`src/hw/rtl/vtsr_pkg.sv`:
```
// Shared types and constants for the velocity to stick ratio block.
// Holds field widths, the fixed map constants, and the command struct
// that the controller sends to the datapath. No dependencies.
package vtsr_pkg;

  localparam int unsigned SPEED_W    = 16;
  localparam int unsigned STICK_W    = 8;
  localparam int unsigned RAD_W      = 10;
  localparam int unsigned TREAD_W    = 11;
  localparam int unsigned PERIOD_W   = 16;
  localparam int unsigned STEP_W     = 8;
  localparam int unsigned CFG_DATA_W = 16;
  localparam int unsigned CFG_IDX_W  = 2;

  localparam logic [CFG_IDX_W-1:0] CFG_RADIUS = 2'd0;
  localparam logic [CFG_IDX_W-1:0] CFG_TREAD  = 2'd1;
  localparam logic [CFG_IDX_W-1:0] CFG_PERIOD = 2'd2;
  localparam logic [CFG_IDX_W-1:0] CFG_STEP   = 2'd3;

  localparam logic [RAD_W-1:0]    RADIUS_RST = 10'd300;
  localparam logic [TREAD_W-1:0]  TREAD_RST  = 11'd500;
  localparam logic [PERIOD_W-1:0] PERIOD_RST = 16'd0;
  localparam logic [STEP_W-1:0]   STEP_RST   = 8'd0;

  // Datapath widths, sized for the largest register settings.
  localparam int unsigned MAG_W     = SPEED_W + 1;
  localparam int unsigned MUL_A_W   = 56;
  localparam int unsigned MUL_B_W   = 11;
  localparam int unsigned PROD_W    = MUL_A_W + MUL_B_W;
  localparam int unsigned D_W       = 45;
  localparam int unsigned THR_W     = 50;
  localparam int unsigned DEN_W     = 54;
  localparam int unsigned X_W       = MUL_A_W;
  localparam int unsigned NUM_W     = 64;
  localparam int unsigned Q_W       = 8;
  localparam int unsigned DIV_CNT_W = $clog2(Q_W);
  localparam int unsigned X_SHIFT   = 18;

  // Pi in Q2.30.
  localparam logic [31:0] PI_Q30 = 32'd3373259426;

  // Speed scale 758400 = 1896 * 400; the turn scale is 1896 * tread.
  localparam logic [MUL_B_W-1:0] K_SPEED     = 11'd1896;
  localparam logic [MUL_B_W-1:0] K_FWD_SCALE = 11'd400;
  localparam logic [MUL_B_W-1:0] K_DA        = 11'd5;

  localparam logic [MUL_B_W-1:0] RPM_FWD_MIN   = 11'd20;
  localparam logic [MUL_B_W-1:0] RPM_REV_MIN   = 11'd15;
  localparam logic [MUL_B_W-1:0] RPM_TURN_MIN  = 11'd20;
  localparam logic [MUL_B_W-1:0] RPM_FWD_SPAN  = 11'd1660;
  localparam logic [MUL_B_W-1:0] RPM_REV_SPAN  = 11'd800;
  localparam logic [MUL_B_W-1:0] RPM_TURN_SPAN = 11'd300;

  localparam logic [MUL_B_W-1:0] RATIO_FWD_SPAN  = 11'd97;
  localparam logic [MUL_B_W-1:0] RATIO_REV_SPAN  = 11'd95;
  localparam logic [MUL_B_W-1:0] RATIO_TURN_SPAN = 11'd86;

  localparam logic [STICK_W-1:0] RATIO_FWD_MIN  = 8'd3;
  localparam logic [STICK_W-1:0] RATIO_REV_MIN  = 8'd5;
  localparam logic [STICK_W-1:0] RATIO_TURN_MIN = 8'd14;
  localparam logic [STICK_W-1:0] RATIO_MAX      = 8'd100;

  typedef enum logic [3:0] {
    OP_IDLE  = 4'd0,
    OP_LOAD  = 4'd1,
    OP_DT    = 4'd2,
    OP_DA    = 4'd3,
    OP_THR   = 4'd4,
    OP_DEN   = 4'd5,
    OP_P     = 4'd6,
    OP_X     = 4'd7,
    OP_NUM   = 4'd8,
    OP_DINIT = 4'd9,
    OP_DSTEP = 4'd10,
    OP_FIN   = 4'd11,
    OP_NUDGE = 4'd12
  } vtsr_op_t;

  typedef struct packed {
    vtsr_op_t               op;
    logic                   turn;
    logic [DIV_CNT_W-1:0]   bit_idx;
  } vtsr_cmd_t;

  typedef struct packed {
    logic [RAD_W-1:0]    radius;
    logic [TREAD_W-1:0]  tread;
    logic [PERIOD_W-1:0] period;
    logic [STEP_W-1:0]   step;
  } vtsr_cfg_t;

endpackage

```
`src/hw/rtl/velocity_to_stick_ratio.sv`:
```
// Velocity to stick ratio converter, top level.
// Holds the configuration registers and joins vtsr_ctrl and vtsr_dp.
// Depends on vtsr_pkg.
//
// Usage: an input transaction carries a forward speed and a turn rate, both
// signed Q4.12, on a valid/ready channel. Each accepted transaction yields
// exactly one result transaction with the forward and turn stick ratios,
// each in -100..100, on a second valid/ready channel.
// A new transaction is accepted only once the sequencer has returned to
// idle. The work is done by the single shared 56x11 multiplier, used
// six times per lane, and the eight-step restoring divider that forms
// each lane's quotient.
// The result sits in an output register; the block accepts the next
// transaction while it waits. If the receiver stalls, processing halts just
// before the output register and resumes when the held result is taken.
// The user must make configuration writes only while idle; the block does
// not enforce it. Reset (synchronous, active low) clears the sequencer, the
// output valid and the nudge counter and reloads the registers' defaults.
module velocity_to_stick_ratio (
  input  logic                                  clk,
  input  logic                                  rst_n,
  input  logic                                  in_valid,
  output logic                                  in_ready,
  input  logic signed [vtsr_pkg::SPEED_W-1:0]   in_forward_speed,
  input  logic signed [vtsr_pkg::SPEED_W-1:0]   in_turn_rate,
  output logic                                  out_valid,
  input  logic                                  out_ready,
  output logic signed [vtsr_pkg::STICK_W-1:0]   out_forward_stick,
  output logic signed [vtsr_pkg::STICK_W-1:0]   out_turn_stick,
  input  logic                                  cfg_we,
  input  logic [vtsr_pkg::CFG_IDX_W-1:0]        cfg_index,
  input  logic [vtsr_pkg::CFG_DATA_W-1:0]       cfg_data
);
  import vtsr_pkg::*;

  vtsr_cfg_t cfg_r, cfg_nxt;
  vtsr_cmd_t cmd;

  always_comb begin
    cfg_nxt = cfg_r;
    if (cfg_we) begin
      unique case (cfg_index)
        CFG_RADIUS: cfg_nxt.radius = cfg_data[RAD_W-1:0];
        CFG_TREAD:  cfg_nxt.tread  = cfg_data[TREAD_W-1:0];
        CFG_PERIOD: cfg_nxt.period = cfg_data[PERIOD_W-1:0];
        CFG_STEP:   cfg_nxt.step   = cfg_data[STEP_W-1:0];
        default:    cfg_nxt = cfg_r;
      endcase
    end
  end

  always_ff @(posedge clk) begin
    if (!rst_n) begin
      cfg_r.radius <= RADIUS_RST;
      cfg_r.tread  <= TREAD_RST;
      cfg_r.period <= PERIOD_RST;
      cfg_r.step   <= STEP_RST;
    end else begin
      cfg_r <= cfg_nxt;
    end
  end

  vtsr_ctrl u_ctrl (
    .clk       (clk),
    .rst_n     (rst_n),
    .in_valid  (in_valid),
    .in_ready  (in_ready),
    .out_valid (out_valid),
    .out_ready (out_ready),
    .cmd       (cmd)
  );

  vtsr_dp u_dp (
    .clk               (clk),
    .rst_n             (rst_n),
    .cmd               (cmd),
    .cfg               (cfg_r),
    .in_forward_speed  (in_forward_speed),
    .in_turn_rate      (in_turn_rate),
    .out_forward_stick (out_forward_stick),
    .out_turn_stick    (out_turn_stick)
  );

endmodule

```
`src/hw/rtl/vtsr_ctrl.sv`:
```
// Sequencer for the velocity to stick ratio block.
// Walks the forward lane then the turn lane through the shared datapath.
// Depends on vtsr_pkg.
module vtsr_ctrl (
  input  logic                clk,
  input  logic                rst_n,
  input  logic                in_valid,
  output logic                in_ready,
  output logic                out_valid,
  input  logic                out_ready,
  output vtsr_pkg::vtsr_cmd_t cmd
);
  import vtsr_pkg::*;

  typedef enum logic [11:0] {
    S_IDLE  = 12'b0000_0000_0001,
    S_DT    = 12'b0000_0000_0010,
    S_DA    = 12'b0000_0000_0100,
    S_THR   = 12'b0000_0000_1000,
    S_DEN   = 12'b0000_0001_0000,
    S_P     = 12'b0000_0010_0000,
    S_X     = 12'b0000_0100_0000,
    S_NUM   = 12'b0000_1000_0000,
    S_DINIT = 12'b0001_0000_0000,
    S_DSTEP = 12'b0010_0000_0000,
    S_FIN   = 12'b0100_0000_0000,
    S_NUDGE = 12'b1000_0000_0000
  } state_t;

  state_t               state_r, state_nxt;
  logic                 lane_r, lane_nxt;
  logic [DIV_CNT_W-1:0] cnt_r, cnt_nxt;
  logic                 out_valid_r, out_valid_nxt;

  always_comb begin
    state_nxt     = state_r;
    lane_nxt      = lane_r;
    cnt_nxt       = cnt_r;
    out_valid_nxt = out_valid_r && !out_ready;
    cmd.op        = OP_IDLE;
    cmd.turn      = lane_r;
    cmd.bit_idx   = cnt_r;
    unique case (state_r)
      S_IDLE: begin
        if (in_valid) begin
          cmd.op    = OP_LOAD;
          lane_nxt  = 1'b0;
          state_nxt = S_DT;
        end
      end
      S_DT: begin
        cmd.op    = OP_DT;
        state_nxt = S_THR;
      end
      S_DA: begin
        cmd.op    = OP_DA;
        state_nxt = S_THR;
      end
      S_THR: begin
        cmd.op    = OP_THR;
        state_nxt = S_DEN;
      end
      S_DEN: begin
        cmd.op    = OP_DEN;
        state_nxt = S_P;
      end
      S_P: begin
        cmd.op    = OP_P;
        state_nxt = S_X;
      end
      S_X: begin
        cmd.op    = OP_X;
        state_nxt = S_NUM;
      end
      S_NUM: begin
        cmd.op    = OP_NUM;
        state_nxt = S_DINIT;
      end
      S_DINIT: begin
        cmd.op    = OP_DINIT;
        cnt_nxt   = DIV_CNT_W'(Q_W - 1);
        state_nxt = S_DSTEP;
      end
      S_DSTEP: begin
        cmd.op = OP_DSTEP;
        if (cnt_r == '0) begin
          state_nxt = S_FIN;
        end else begin
          cnt_nxt = cnt_r - 1'b1;
        end
      end
      S_FIN: begin
        cmd.op = OP_FIN;
        if (lane_r) begin
          state_nxt = S_NUDGE;
        end else begin
          lane_nxt  = 1'b1;
          state_nxt = S_DA;
        end
      end
      S_NUDGE: begin
        // The final stage writes the output register, so wait for it to drain.
        if (!out_valid_r || out_ready) begin
          cmd.op        = OP_NUDGE;
          out_valid_nxt = 1'b1;
          state_nxt     = S_IDLE;
        end
      end
      default: begin
        state_nxt = S_IDLE;
      end
    endcase
  end

  always_ff @(posedge clk) begin
    if (!rst_n) begin
      state_r     <= S_IDLE;
      lane_r      <= 1'b0;
      cnt_r       <= '0;
      out_valid_r <= 1'b0;
    end else begin
      state_r     <= state_nxt;
      lane_r      <= lane_nxt;
      cnt_r       <= cnt_nxt;
      out_valid_r <= out_valid_nxt;
    end
  end

  assign in_ready  = (state_r == S_IDLE);
  assign out_valid = out_valid_r;

  a_div_end: assert property (@(posedge clk) disable iff (!rst_n)
    (state_r == S_DSTEP && cnt_r == '0) |=> (state_r == S_FIN))
    else $error("divider did not hand over to the finish step");

  a_accept_start: assert property (@(posedge clk) disable iff (!rst_n)
    (in_valid && in_ready) |=> (state_r == S_DT && !lane_r))
    else $error("accepted transaction did not start the forward lane");

  a_result_src: assert property (@(posedge clk) disable iff (!rst_n)
    $rose(out_valid_r) |-> $past(state_r == S_NUDGE))
    else $error("result presented without passing the final stage");

endmodule

```
`src/hw/rtl/vtsr_dp.sv`:
```
// Datapath for the velocity to stick ratio block: one shared multiplier,
// a restoring divider for the ratio quotient, and the nudge counter.
// Depends on vtsr_pkg; driven by vtsr_ctrl commands.
module vtsr_dp (
  input  logic                                clk,
  input  logic                                rst_n,
  input  vtsr_pkg::vtsr_cmd_t                 cmd,
  input  vtsr_pkg::vtsr_cfg_t                 cfg,
  input  logic signed [vtsr_pkg::SPEED_W-1:0] in_forward_speed,
  input  logic signed [vtsr_pkg::SPEED_W-1:0] in_turn_rate,
  output logic signed [vtsr_pkg::STICK_W-1:0] out_forward_stick,
  output logic signed [vtsr_pkg::STICK_W-1:0] out_turn_stick
);
  import vtsr_pkg::*;

  logic [MAG_W-1:0]   fs_ext, tr_ext, fmag, tmag;
  logic               fneg_r, tneg_r;
  logic [MAG_W-1:0]   fmag_r, tmag_r;
  logic [D_W-1:0]     d_r;
  logic [THR_W-1:0]   thr_r;
  logic [DEN_W-1:0]   den_r;
  logic [X_W-1:0]     x_r;
  logic [NUM_W-1:0]   num_r, rem_r, dsub;
  logic [Q_W-1:0]     q_r;
  logic               zero_r, sat_r;
  logic [STICK_W-1:0] fwd_r, trat_r;
  logic [STICK_W-1:0] out_fwd_r;
  logic signed [STICK_W-1:0] out_turn_r;
  logic [PERIOD_W-1:0] count_r, count_nxt;

  logic [MUL_A_W-1:0] mul_a;
  logic [MUL_B_W-1:0] mul_b;
  logic [PROD_W-1:0]  prod;

  logic               neg_sel;
  logic [STICK_W-1:0] min_sel, mag;
  logic [STICK_W:0]   sum;
  logic [STICK_W-1:0] ratio;

  logic               period_on, fire;
  logic signed [STICK_W:0]   turn_sum;
  logic signed [STICK_W-1:0] turn_clamp;

  assign fs_ext = {in_forward_speed[SPEED_W-1], in_forward_speed};
  assign tr_ext = {in_turn_rate[SPEED_W-1], in_turn_rate};
  assign fmag   = in_forward_speed[SPEED_W-1] ? (~fs_ext + 1'b1) : fs_ext;
  assign tmag   = in_turn_rate[SPEED_W-1] ? (~tr_ext + 1'b1) : tr_ext;

  assign neg_sel = cmd.turn ? tneg_r : fneg_r;

  // Operand selection for the shared multiplier.
  always_comb begin
    mul_a = '0;
    mul_b = '0;
    unique case (cmd.op)
      OP_DT: begin
        mul_a = MUL_A_W'(PI_Q30);
        mul_b = MUL_B_W'(cfg.radius);
      end
      OP_DA: begin
        mul_a = MUL_A_W'(d_r);
        mul_b = K_DA;
      end
      OP_THR: begin
        mul_a = MUL_A_W'(d_r);
        mul_b = cmd.turn ? RPM_TURN_MIN : (fneg_r ? RPM_REV_MIN : RPM_FWD_MIN);
      end
      OP_DEN: begin
        mul_a = MUL_A_W'(d_r);
        mul_b = cmd.turn ? RPM_TURN_SPAN : (fneg_r ? RPM_REV_SPAN : RPM_FWD_SPAN);
      end
      OP_P: begin
        mul_a = MUL_A_W'(cmd.turn ? tmag_r : fmag_r);
        mul_b = K_SPEED;
      end
      OP_X: begin
        mul_a = x_r;
        mul_b = cmd.turn ? cfg.tread : K_FWD_SCALE;
      end
      OP_NUM: begin
        // Wraps when the magnitude sits below the dead zone; zero_r masks it.
        mul_a = x_r - X_W'(thr_r);
        mul_b = cmd.turn ? RATIO_TURN_SPAN :
                (fneg_r ? RATIO_REV_SPAN : RATIO_FWD_SPAN);
      end
      default: begin
        mul_a = '0;
        mul_b = '0;
      end
    endcase
  end

  assign prod = PROD_W'(mul_a) * PROD_W'(mul_b);
  assign dsub = NUM_W'(den_r) << cmd.bit_idx;

  // Ratio of the current lane from the quotient.
  assign min_sel = cmd.turn ? RATIO_TURN_MIN : (fneg_r ? RATIO_REV_MIN : RATIO_FWD_MIN);
  assign sum     = {1'b0, min_sel} + {1'b0, q_r};
  always_comb begin
    priority if (zero_r) begin
      mag = '0;
    end else if (sat_r || sum > {1'b0, RATIO_MAX}) begin
      mag = RATIO_MAX;
    end else begin
      mag = sum[STICK_W-1:0];
    end
  end
  assign ratio = neg_sel ? (~mag + 1'b1) : mag;

  always_ff @(posedge clk) begin
    unique case (cmd.op)
      OP_LOAD: begin
        fneg_r <= in_forward_speed[SPEED_W-1];
        tneg_r <= in_turn_rate[SPEED_W-1];
        fmag_r <= fmag;
        tmag_r <= tmag;
      end
      OP_DT, OP_DA: d_r <= prod[D_W-1:0];
      OP_THR:       thr_r <= prod[THR_W-1:0];
      OP_DEN:       den_r <= prod[DEN_W-1:0];
      OP_P:         x_r <= prod[X_W-1:0];
      OP_X:         x_r <= {prod[X_W-X_SHIFT-1:0], {X_SHIFT{1'b0}}};
      OP_NUM: begin
        num_r  <= prod[NUM_W-1:0];
        zero_r <= (x_r <= X_W'(thr_r));
      end
      OP_DINIT: begin
        rem_r <= num_r;
        q_r   <= '0;
        // Quotients of 256 and up all end at the top of the range.
        sat_r <= (num_r >= (NUM_W'(den_r) << Q_W));
      end
      OP_DSTEP: begin
        if (rem_r >= dsub) begin
          rem_r            <= rem_r - dsub;
          q_r[cmd.bit_idx] <= 1'b1;
        end
      end
      OP_FIN: begin
        if (cmd.turn) begin
          trat_r <= ratio;
        end else begin
          fwd_r <= ratio;
        end
      end
      OP_NUDGE: begin
        out_fwd_r  <= fwd_r;
        out_turn_r <= turn_clamp;
      end
      default: begin
      end
    endcase
  end

  // Turn nudge: fires only on a zero turn ratio while moving.
  assign period_on = (cfg.period != '0);
  assign fire      = period_on && (count_r >= cfg.period) &&
                     (trat_r == '0) && (fwd_r != '0);
  assign turn_sum  = $signed({trat_r[STICK_W-1], trat_r}) +
                     (fire ? $signed({cfg.step[STEP_W-1], cfg.step}) : '0);

  always_comb begin
    priority if (turn_sum > $signed({1'b0, RATIO_MAX})) begin
      turn_clamp = $signed(RATIO_MAX);
    end else if (turn_sum < -$signed({1'b0, RATIO_MAX})) begin
      turn_clamp = $signed(~RATIO_MAX + 1'b1);
    end else begin
      turn_clamp = turn_sum[STICK_W-1:0];
    end
  end

  always_comb begin
    count_nxt = count_r;
    if (cmd.op == OP_NUDGE && period_on) begin
      if (fire) begin
        count_nxt = '0;
      end else if (count_r != '1) begin
        count_nxt = count_r + 1'b1;
      end
    end
  end

  always_ff @(posedge clk) begin
    if (!rst_n) begin
      count_r <= '0;
    end else begin
      count_r <= count_nxt;
    end
  end

  assign out_forward_stick = $signed(out_fwd_r);
  assign out_turn_stick    = out_turn_r;

  a_count_hold: assert property (@(posedge clk) disable iff (!rst_n)
    (cmd.op == OP_NUDGE && cfg.period == '0) |=> $stable(count_r))
    else $error("nudge counter moved while correction is disabled");

  a_turn_range: assert property (@(posedge clk) disable iff (!rst_n)
    $past(cmd.op == OP_NUDGE) |->
      (out_turn_r <= 8'sd100 && out_turn_r >= -8'sd100))
    else $error("turn stick outside the clamp range");

  a_fwd_range: assert property (@(posedge clk) disable iff (!rst_n)
    $past(cmd.op == OP_NUDGE) |->
      ($signed(out_fwd_r) <= 8'sd100 && $signed(out_fwd_r) >= -8'sd100))
    else $error("forward stick outside the clamp range");

endmodule
```
`config.mk`:
```
export PLATFORM = sky130hd
export DESIGN_NAME = velocity_to_stick_ratio
export DESIGN_NICKNAME = d
export VERILOG_FILES = /design/src/hw/rtl/vtsr_pkg.sv /design/src/hw/rtl/velocity_to_stick_ratio.sv /design/src/hw/rtl/vtsr_ctrl.sv /design/src/hw/rtl/vtsr_dp.sv
export SDC_FILE = /design/constraint.sdc
export NUM_CORES = 2
export LEC_CHECK = 0
export ABC_CLOCK_PERIOD_IN_PS = 10900
export BUFFER_PORTS_ARGS = -buffer_cell sky130_fd_sc_hd__buf_2
export CAP_MARGIN = 10
export CORE_UTILIZATION = 55
export CTS_CLUSTER_DIAMETER = 120
export DETAILED_ROUTE_END_ITERATION = 16
export GPL_TIMING_DRIVEN = 0
export PLACE_DENSITY = 0.72
export SYNTH_ARGS = -nofsm -noshare
export SYNTH_HDL_FRONTEND = slang
export SYNTH_SLANG_ARGS = --single-unit
export TNS_END_PERCENT = 10
```
`constraint.sdc`:
```
create_clock -name clk -period 10.9 [get_ports clk]
set_input_delay 2.725 -clock clk [delete_from_list [all_inputs] [get_ports clk]]
set_output_delay 2.725 -clock clk [all_outputs]
set_load 0.01 [all_outputs]
```
### Word-level counts from Yosys, hierarchy flattened

Cells that the tools add are included.
W data, S select, Z words.

| word-level totals | value |
|---|---|
| logic and storage cells | 165 |
| latch bits | 0 |
| output and inout port bits | 18 |
| memories | 0 |
| bits in writable memories | 0 |
| bits in read-only memories | 0 |
| flip-flop bits (word level) | 489 |

| cells by class | value |
|---|---|
| shift-type cells | 1 |
| add/subtract/negate cells | 9 |
| reduce and logical (&&, ||, !) cells | 35 |
| div/mod/pow operators | 0 |
| multiply operators | 1 |
| magnitude comparators | 9 |
| bitwise operators | 5 |
| muxes and demuxes | 43 |
| eq/ne operators | 33 |

Operator list:

| kind | count |
|---|---|
| $pmux W56 S5 | 1 |
| $pmux W12 S11 | 1 |
| $pmux W64 S2 | 1 |
| $pmux W56 S2 | 1 |
| $pmux W11 S7 | 1 |
| $ge A64 B62 Y1 | 1 |
| $ge A64 B64 Y1 | 1 |
| $mul A56 B11 Y64 | 1 |
| $mux W64 | 1 |
| $shl A54 B3 Y64 | 1 |
| $sub A64 B64 Y64 | 1 |
| $le A56 B50 Y1 | 1 |
| $sub A56 B50 Y56 | 1 |
| $mux W11 | 5 |
| $mux W12 | 4 |
| $mux W8 | 6 |
| $pmux W4 S12 | 1 |
| $add A17 B1 Y17 const B | 2 |
| $not A17 Y17 | 2 |
| $mux W16 | 2 |
| $mux W15 | 2 |
| $eq A4 B4 Y1 const B | 5 |
| $reduce_and A2 Y1 | 10 |
| $mux W17 | 1 |
| 56 further kinds | 83 |

### Depth between registers and ports, before layout

| depth | value |
|---|---|
| depth after elaboration | 10 |
| mapped depth | 38 |

### Cells and area by module

From an unflattened synthesis, not the netlist that was laid out.

| second synthesis, totals | value |
|---|---|
| cells, all modules | 5125 |
| area total of the unflattened synthesis | 48539.1 um2 |

Modules (own cells, without submodules):

| module | area each (um2) | instances | cells an instance | seq. area each (um2) |
|---|---|---|---|---|
| vtsr_dp | 45813.9 | 1 | 4834 | 12662.1 |
| velocity_to_stick_ratio | 1735.4 | 1 | 174 | 900.9 |
| vtsr_ctrl | 989.7 | 1 | 117 | 340.3 |

### Least setup slack after synthesis

No wires, ideal clock.

| timing path | value |
|---|---|
| path type | register to register |
| start point | register u_ctrl.state_r[5] |
| end point | register u_dp.num_r[63], data pin |
| required time | 10632 ps |
| arrival | 11564 ps |
| setup slack | -932 ps |
| path buffers | 3 |
| stages on the path, launching flop included | 34 |
| path through | dfxtp_1 clkbuf_1 nor2_1 nand2_1 nor2_1 nand2_1 nor3b_1 or3_1 buf_2 buf_1 a221oi_1 o21ai_0 nand2_1 fa_1 inv_1 fa_1 fa_1 fa_1 inv_1 fa_1 inv_1 ha_1 and3_1 and3_1 a211o_1 a41oi_1 o21ai_1 a31oi_1 or2_2 o41ai_4 a31oi_1 xnor2_1 xnor2_1 xnor3_1 |

| on the way | value |
|---|---|
| cells in the longest elaborated chain, start to end | 6 |
| elaborated cells on any way between the ends | 24 |
| those cells by class | 1 x mul; 19 x eq/ne; 3 x mux; 1 x reduce/logical |

RTL lines:

| item | RTL line | text |
|---|---|---|
| from (decl) | vtsr_ctrl.sv:30 | `state_t state_r, state_nxt;` |
| from (signal assigned) | vtsr_ctrl.sv:122 | `state_r <= state_nxt;` |
| $eq A12 B12 Y1, or another cell as far along | vtsr_ctrl.sv:43 | `unique case (state_r)` |
| $pmux W4 S12 * | vtsr_ctrl.sv:43 |  |
| $eq A4 B2 Y1 / $eq A4 B3 Y1 (equally long branches) | vtsr_dp.sv:55 | `unique case (cmd.op)` |
| $reduce_or A3 Y1 (no source line) | -- |  |
| $pmux W56 S5 | vtsr_dp.sv:55 |  |
| $mul A56 B11 Y64 * | vtsr_dp.sv:93 | `assign prod = PROD_W'(mul_a) * PROD_W'(mul_b);` |
| net u_dp.prod[63] | vtsr_dp.sv:33 | `logic [PROD_W-1:0] prod;` |
| to (signal assigned) | vtsr_dp.sv:124 | `num_r <= prod[NUM_W-1:0];` |
| to (decl) | vtsr_dp.sv:23 | `logic [NUM_W-1:0] num_r, rem_r, dsub;` |

The timed path passes the listed nets; every way through them passes the cells marked *.
A chain may end at the register's enable or synchronous reset.

### Worst setup path after layout

| timing path | value |
|---|---|
| start point | register u_ctrl.state_r[8] |
| end point | register u_dp.x_r[53], data pin |

| on the way | value |
|---|---|
| cells in the longest elaborated chain, start to end | 7 |
| elaborated cells on any way between the ends | 25 |
| those cells by class | 1 x mul; 19 x eq/ne; 4 x mux; 1 x reduce/logical |

RTL lines:

| item | RTL line | text |
|---|---|---|
| $eq A12 B12 Y1, or another cell as far along | vtsr_ctrl.sv:43 |  |
| $pmux W4 S12 * | vtsr_ctrl.sv:43 |  |
| $eq A4 B2 Y1 / $eq A4 B3 Y1 (equally long branches) | vtsr_dp.sv:55 |  |
| $reduce_or A3 Y1 (no source line) | -- |  |
| $pmux W56 S5 | vtsr_dp.sv:55 |  |
| $mul A56 B11 Y64 * | vtsr_dp.sv:93 |  |
| net u_dp.prod[53] | vtsr_dp.sv:33 |  |
| $pmux W56 S2 * | vtsr_dp.sv:111 | `unique case (cmd.op)` |
| to (signal assigned) | vtsr_dp.sv:121 | `OP_P: x_r <= prod[X_W-1:0];` |
| to (signal assigned) | vtsr_dp.sv:122 | `OP_X: x_r <= {prod[X_W-X_SHIFT-1:0], {X_SHIFT{1'b0}}};` |
| to (decl) | vtsr_dp.sv:22 | `logic [X_W-1:0] x_r;` |

Marked as above.

==> out/qor.yml <==
status: "completed"
grt-ovfl-total: 0
vdd_ir_drop_max_v: 0.000123
synth_sequential_area_ratio: 0.288
place_congestion: 1.03
layout_common_cells: "737 x nand2_1, 643 x inv_1, 487 x fa_1"
grt_pass1_wl_um: 237000
ys_types: 101
cp.arrival_ns: 11.04
hold_violations: 0
netlist_instances: 5089
wl_per_cell_um: 24.5
die-area_um2: 89000
crit_path_top_delay_cell: "nand4b_1"
use_met2: 0.550
drive_gt1_frac: 0.0674
layout_setup_ws_ns: 0.234
path_max_fanout: 10
via_count: 39800
grt.busiest_layer: "met2"
synth_seq_cells: 489
io_buffer_count: 72
layout_worst_path_cycle_share: 0.979
ioPinCount: 73
clockBufferDepth: 3
synth_area_per_cell_um2: 9.49
fp.dieH_um: 298
crit_buf_inv: 6
startpoint_type: "register"
endpoint_kind: "register"
nNetsFinal: 6073
start_util: 0.556
dp_hpwl_um: 127000
cts_max_level: 2
r2r_start: "u_ctrl.state_r[8]"
skew_ns: 0.0207
maxSlewHeadroom: 0.0923
place_area_um2: 50500
slew_violations: 0
fin_util: 0.602
grt_usage: 0.353
fin_area_um2: 52300
met1_usage: 0.477
async_reset_ff_frac: 0
grt_antenna_before_repair: 8
grt_pass1_vias: 39500
yosys_warnings: 0
critPathTopFamily: "adder cells"
cts_hold_buf: 0
cts_root_buf: "clkbuf_16"
hold_path_class: "register to register"
clkTransAtPathRegs_ns: 0.07
synthesis.area_um2: 48300
ys_dominant_reg_cell: "edfxtp_1"
firstDrtPassIters: 8
cts_buffers: 48
drt_wl_total_um: 158000
final_common_cell: "nand2_1"
fp.dieW_um: 298
p_leak_nw: 22.5
synth_edf_count: 411
worstSetupPathType: "register to register"
n_fill_cell: 7439
max-cap-violations: 0
cts_sinks: 489
initialDrtViolationCount: 4386
area.growth.synth_to_final_pct: 8.44
slowest_delay_ns: 0.68
cts_tree: "done"
critPathLaunch: "u_ctrl.state_r[8]"
drtAntennaViolNets: 0
timing.fmax_mhz: 93.8
vias_per_cell: 6.18
max_slew.worst_pin.slew_ns: 1.35
cp.required_ns: 11.27
clock_latency_ns: 0.62
path_common_cell: "fa_1"
gr-usage-met3: 0.0575
placementRows: 108
drc: 0
powerDensity_nw_per_um2: 76.5
grt_max_degree: 57
core_um2: 86900
pre_cts_slack_ns: -1.37
min_from: "u_dp.fwd_r[6]"
setup_viol: 0
finalWorstPathRequiredPeriod_ns: 10.67
[area by class of cell]
type | instances | area [µm²] | area share
diodes | 3 | 7.51 | 0.000143
clock buffers | 55 | 1250 | 0.0238
clock inverters | 32 | 350 | 0.00669
repair buffers | 102 | 747 | 0.0143
plain buffers | 214 | 853 | 0.0163
inverters | 649 | 2440 | 0.0466
multi-input cells | 3737 | 31400 | 0.599
flip-flops and latches | 489 | 13900 | 0.266
well taps | 1155 | 1450 | 0.0276
[synthesized netlist by cell type, types with 16 or more instances]
master | count | area share
mux4_2 | 46 | 0.021
dfxtp_1 | 78 | 0.032
edfxtp_1 | 411 | 0.26
a21oi_1 | 259 | 0.027
fa_1 | 487 | 0.20
o21a_1 | 32 | 0.0050
o31ai_1 | 19 | 0.0030
a21boi_0 | 39 | 0.0061
nor2_1 | 388 | 0.030
buf_1 | 25 | 0.0019
a221oi_1 | 27 | 0.0049
o21ai_0 | 207 | 0.021
nor2b_1 | 42 | 0.0054
o21bai_1 | 30 | 0.0047
a21o_1 | 174 | 0.027
mux2i_1 | 72 | 0.015
nor4_1 | 20 | 0.0026
nand2b_1 | 49 | 0.0064
and3_1 | 32 | 0.0041
nand4_1 | 45 | 0.0058
nor3_1 | 35 | 0.0036
a211oi_1 | 16 | 0.0025
or3_1 | 20 | 0.0026
xnor2_1 | 146 | 0.026
a221o_1 | 23 | 0.0048
ha_1 | 290 | 0.075
nand2_1 | 739 | 0.057
a22oi_1 | 17 | 0.0026
inv_1 | 645 | 0.050
nand3_1 | 75 | 0.0078
and2_1 | 74 | 0.0096
xor2_1 | 65 | 0.012
a31oi_1 | 30 | 0.0039
clkbuf_1 | 183 | 0.014
[power breakdown]
part | switching, mW | leakage [nW] | internal (mW) | total, mW
clock network | 0.795 | 0.767 | 0.936 | 1.73
logic | 0.158 | 17.4 | 0.0697 | 0.228
registers | 0.0140 | 4.26 | 2.03 | 2.05
total | 0.967 | 22.5 | 3.04 | 4.01
[per-layer routing]
layer,part of all wire,vias up
li1,-,17600
met1,0.39,19600
met2,0.45,2153
met3,0.10,426
met4,0.057,6
met5,0.00027,-
[metrics by stage]
step	cells	hold WS, ns	power (mW)	setup TNS [ns]
final	6436	0.459	4.01	0
after global routing	6433	0.474	4.09	-0.0464
after CTS	6425	0.456	4.01	0
after detailed placement	6338	0.441	2.30	-80.33
after global placement	6317	0.439	2.30	-727.47
after floorplan	5090	0.427	2.20	0
[registers in the layout, indices dropped and copies added, names as in the netlist, 17 cells and up]
register and flops:
u_dp.tmag_r 17, u_dp.fmag_r 17, u_dp.thr_r 50, u_dp.x_r 56, u_dp.num_r 64, u_dp.d_r 45, u_dp.den_r 54, cfg_r 45
u_dp.rem_r 64
[logic make-up after synthesis]
group,Yosys count,synth area share
and+or+nand+nor,1594,0.148
AOI/OAI and AO/OA,1020,0.141
buffers and inverters,864,0.0674
adders and majority gates,779,0.278
DFF,489,0.288
xor gates and xnor gates,212,0.0387
muxes,130,0.0392
other,1,0.0000777
[timing repair]
action | 4_1_cts | 5_1_grt
setup buffers | 0 | 4
setup endpoints to repair | 167 | 56
resized for setup | 19 | 53
pin swaps | 0 | 2
endpoints found under the hold margin | 0 | 0
[worst paths after layout]
| check | depth (start not counted) | slack (ns) | end |
|---|---|---|---|
| hold reg to reg | 0 | 0.46 | u_dp.out_forward_stick[6] |
| hold / removal | 0 | 0.46 | u_dp.out_forward_stick[6] |
| setup / recovery | 30 | 0.23 | u_dp.x_r[53] |
| setup reg to reg | 30 | 0.23 | u_dp.x_r[53] |
(Power assumes the default switching activity.)
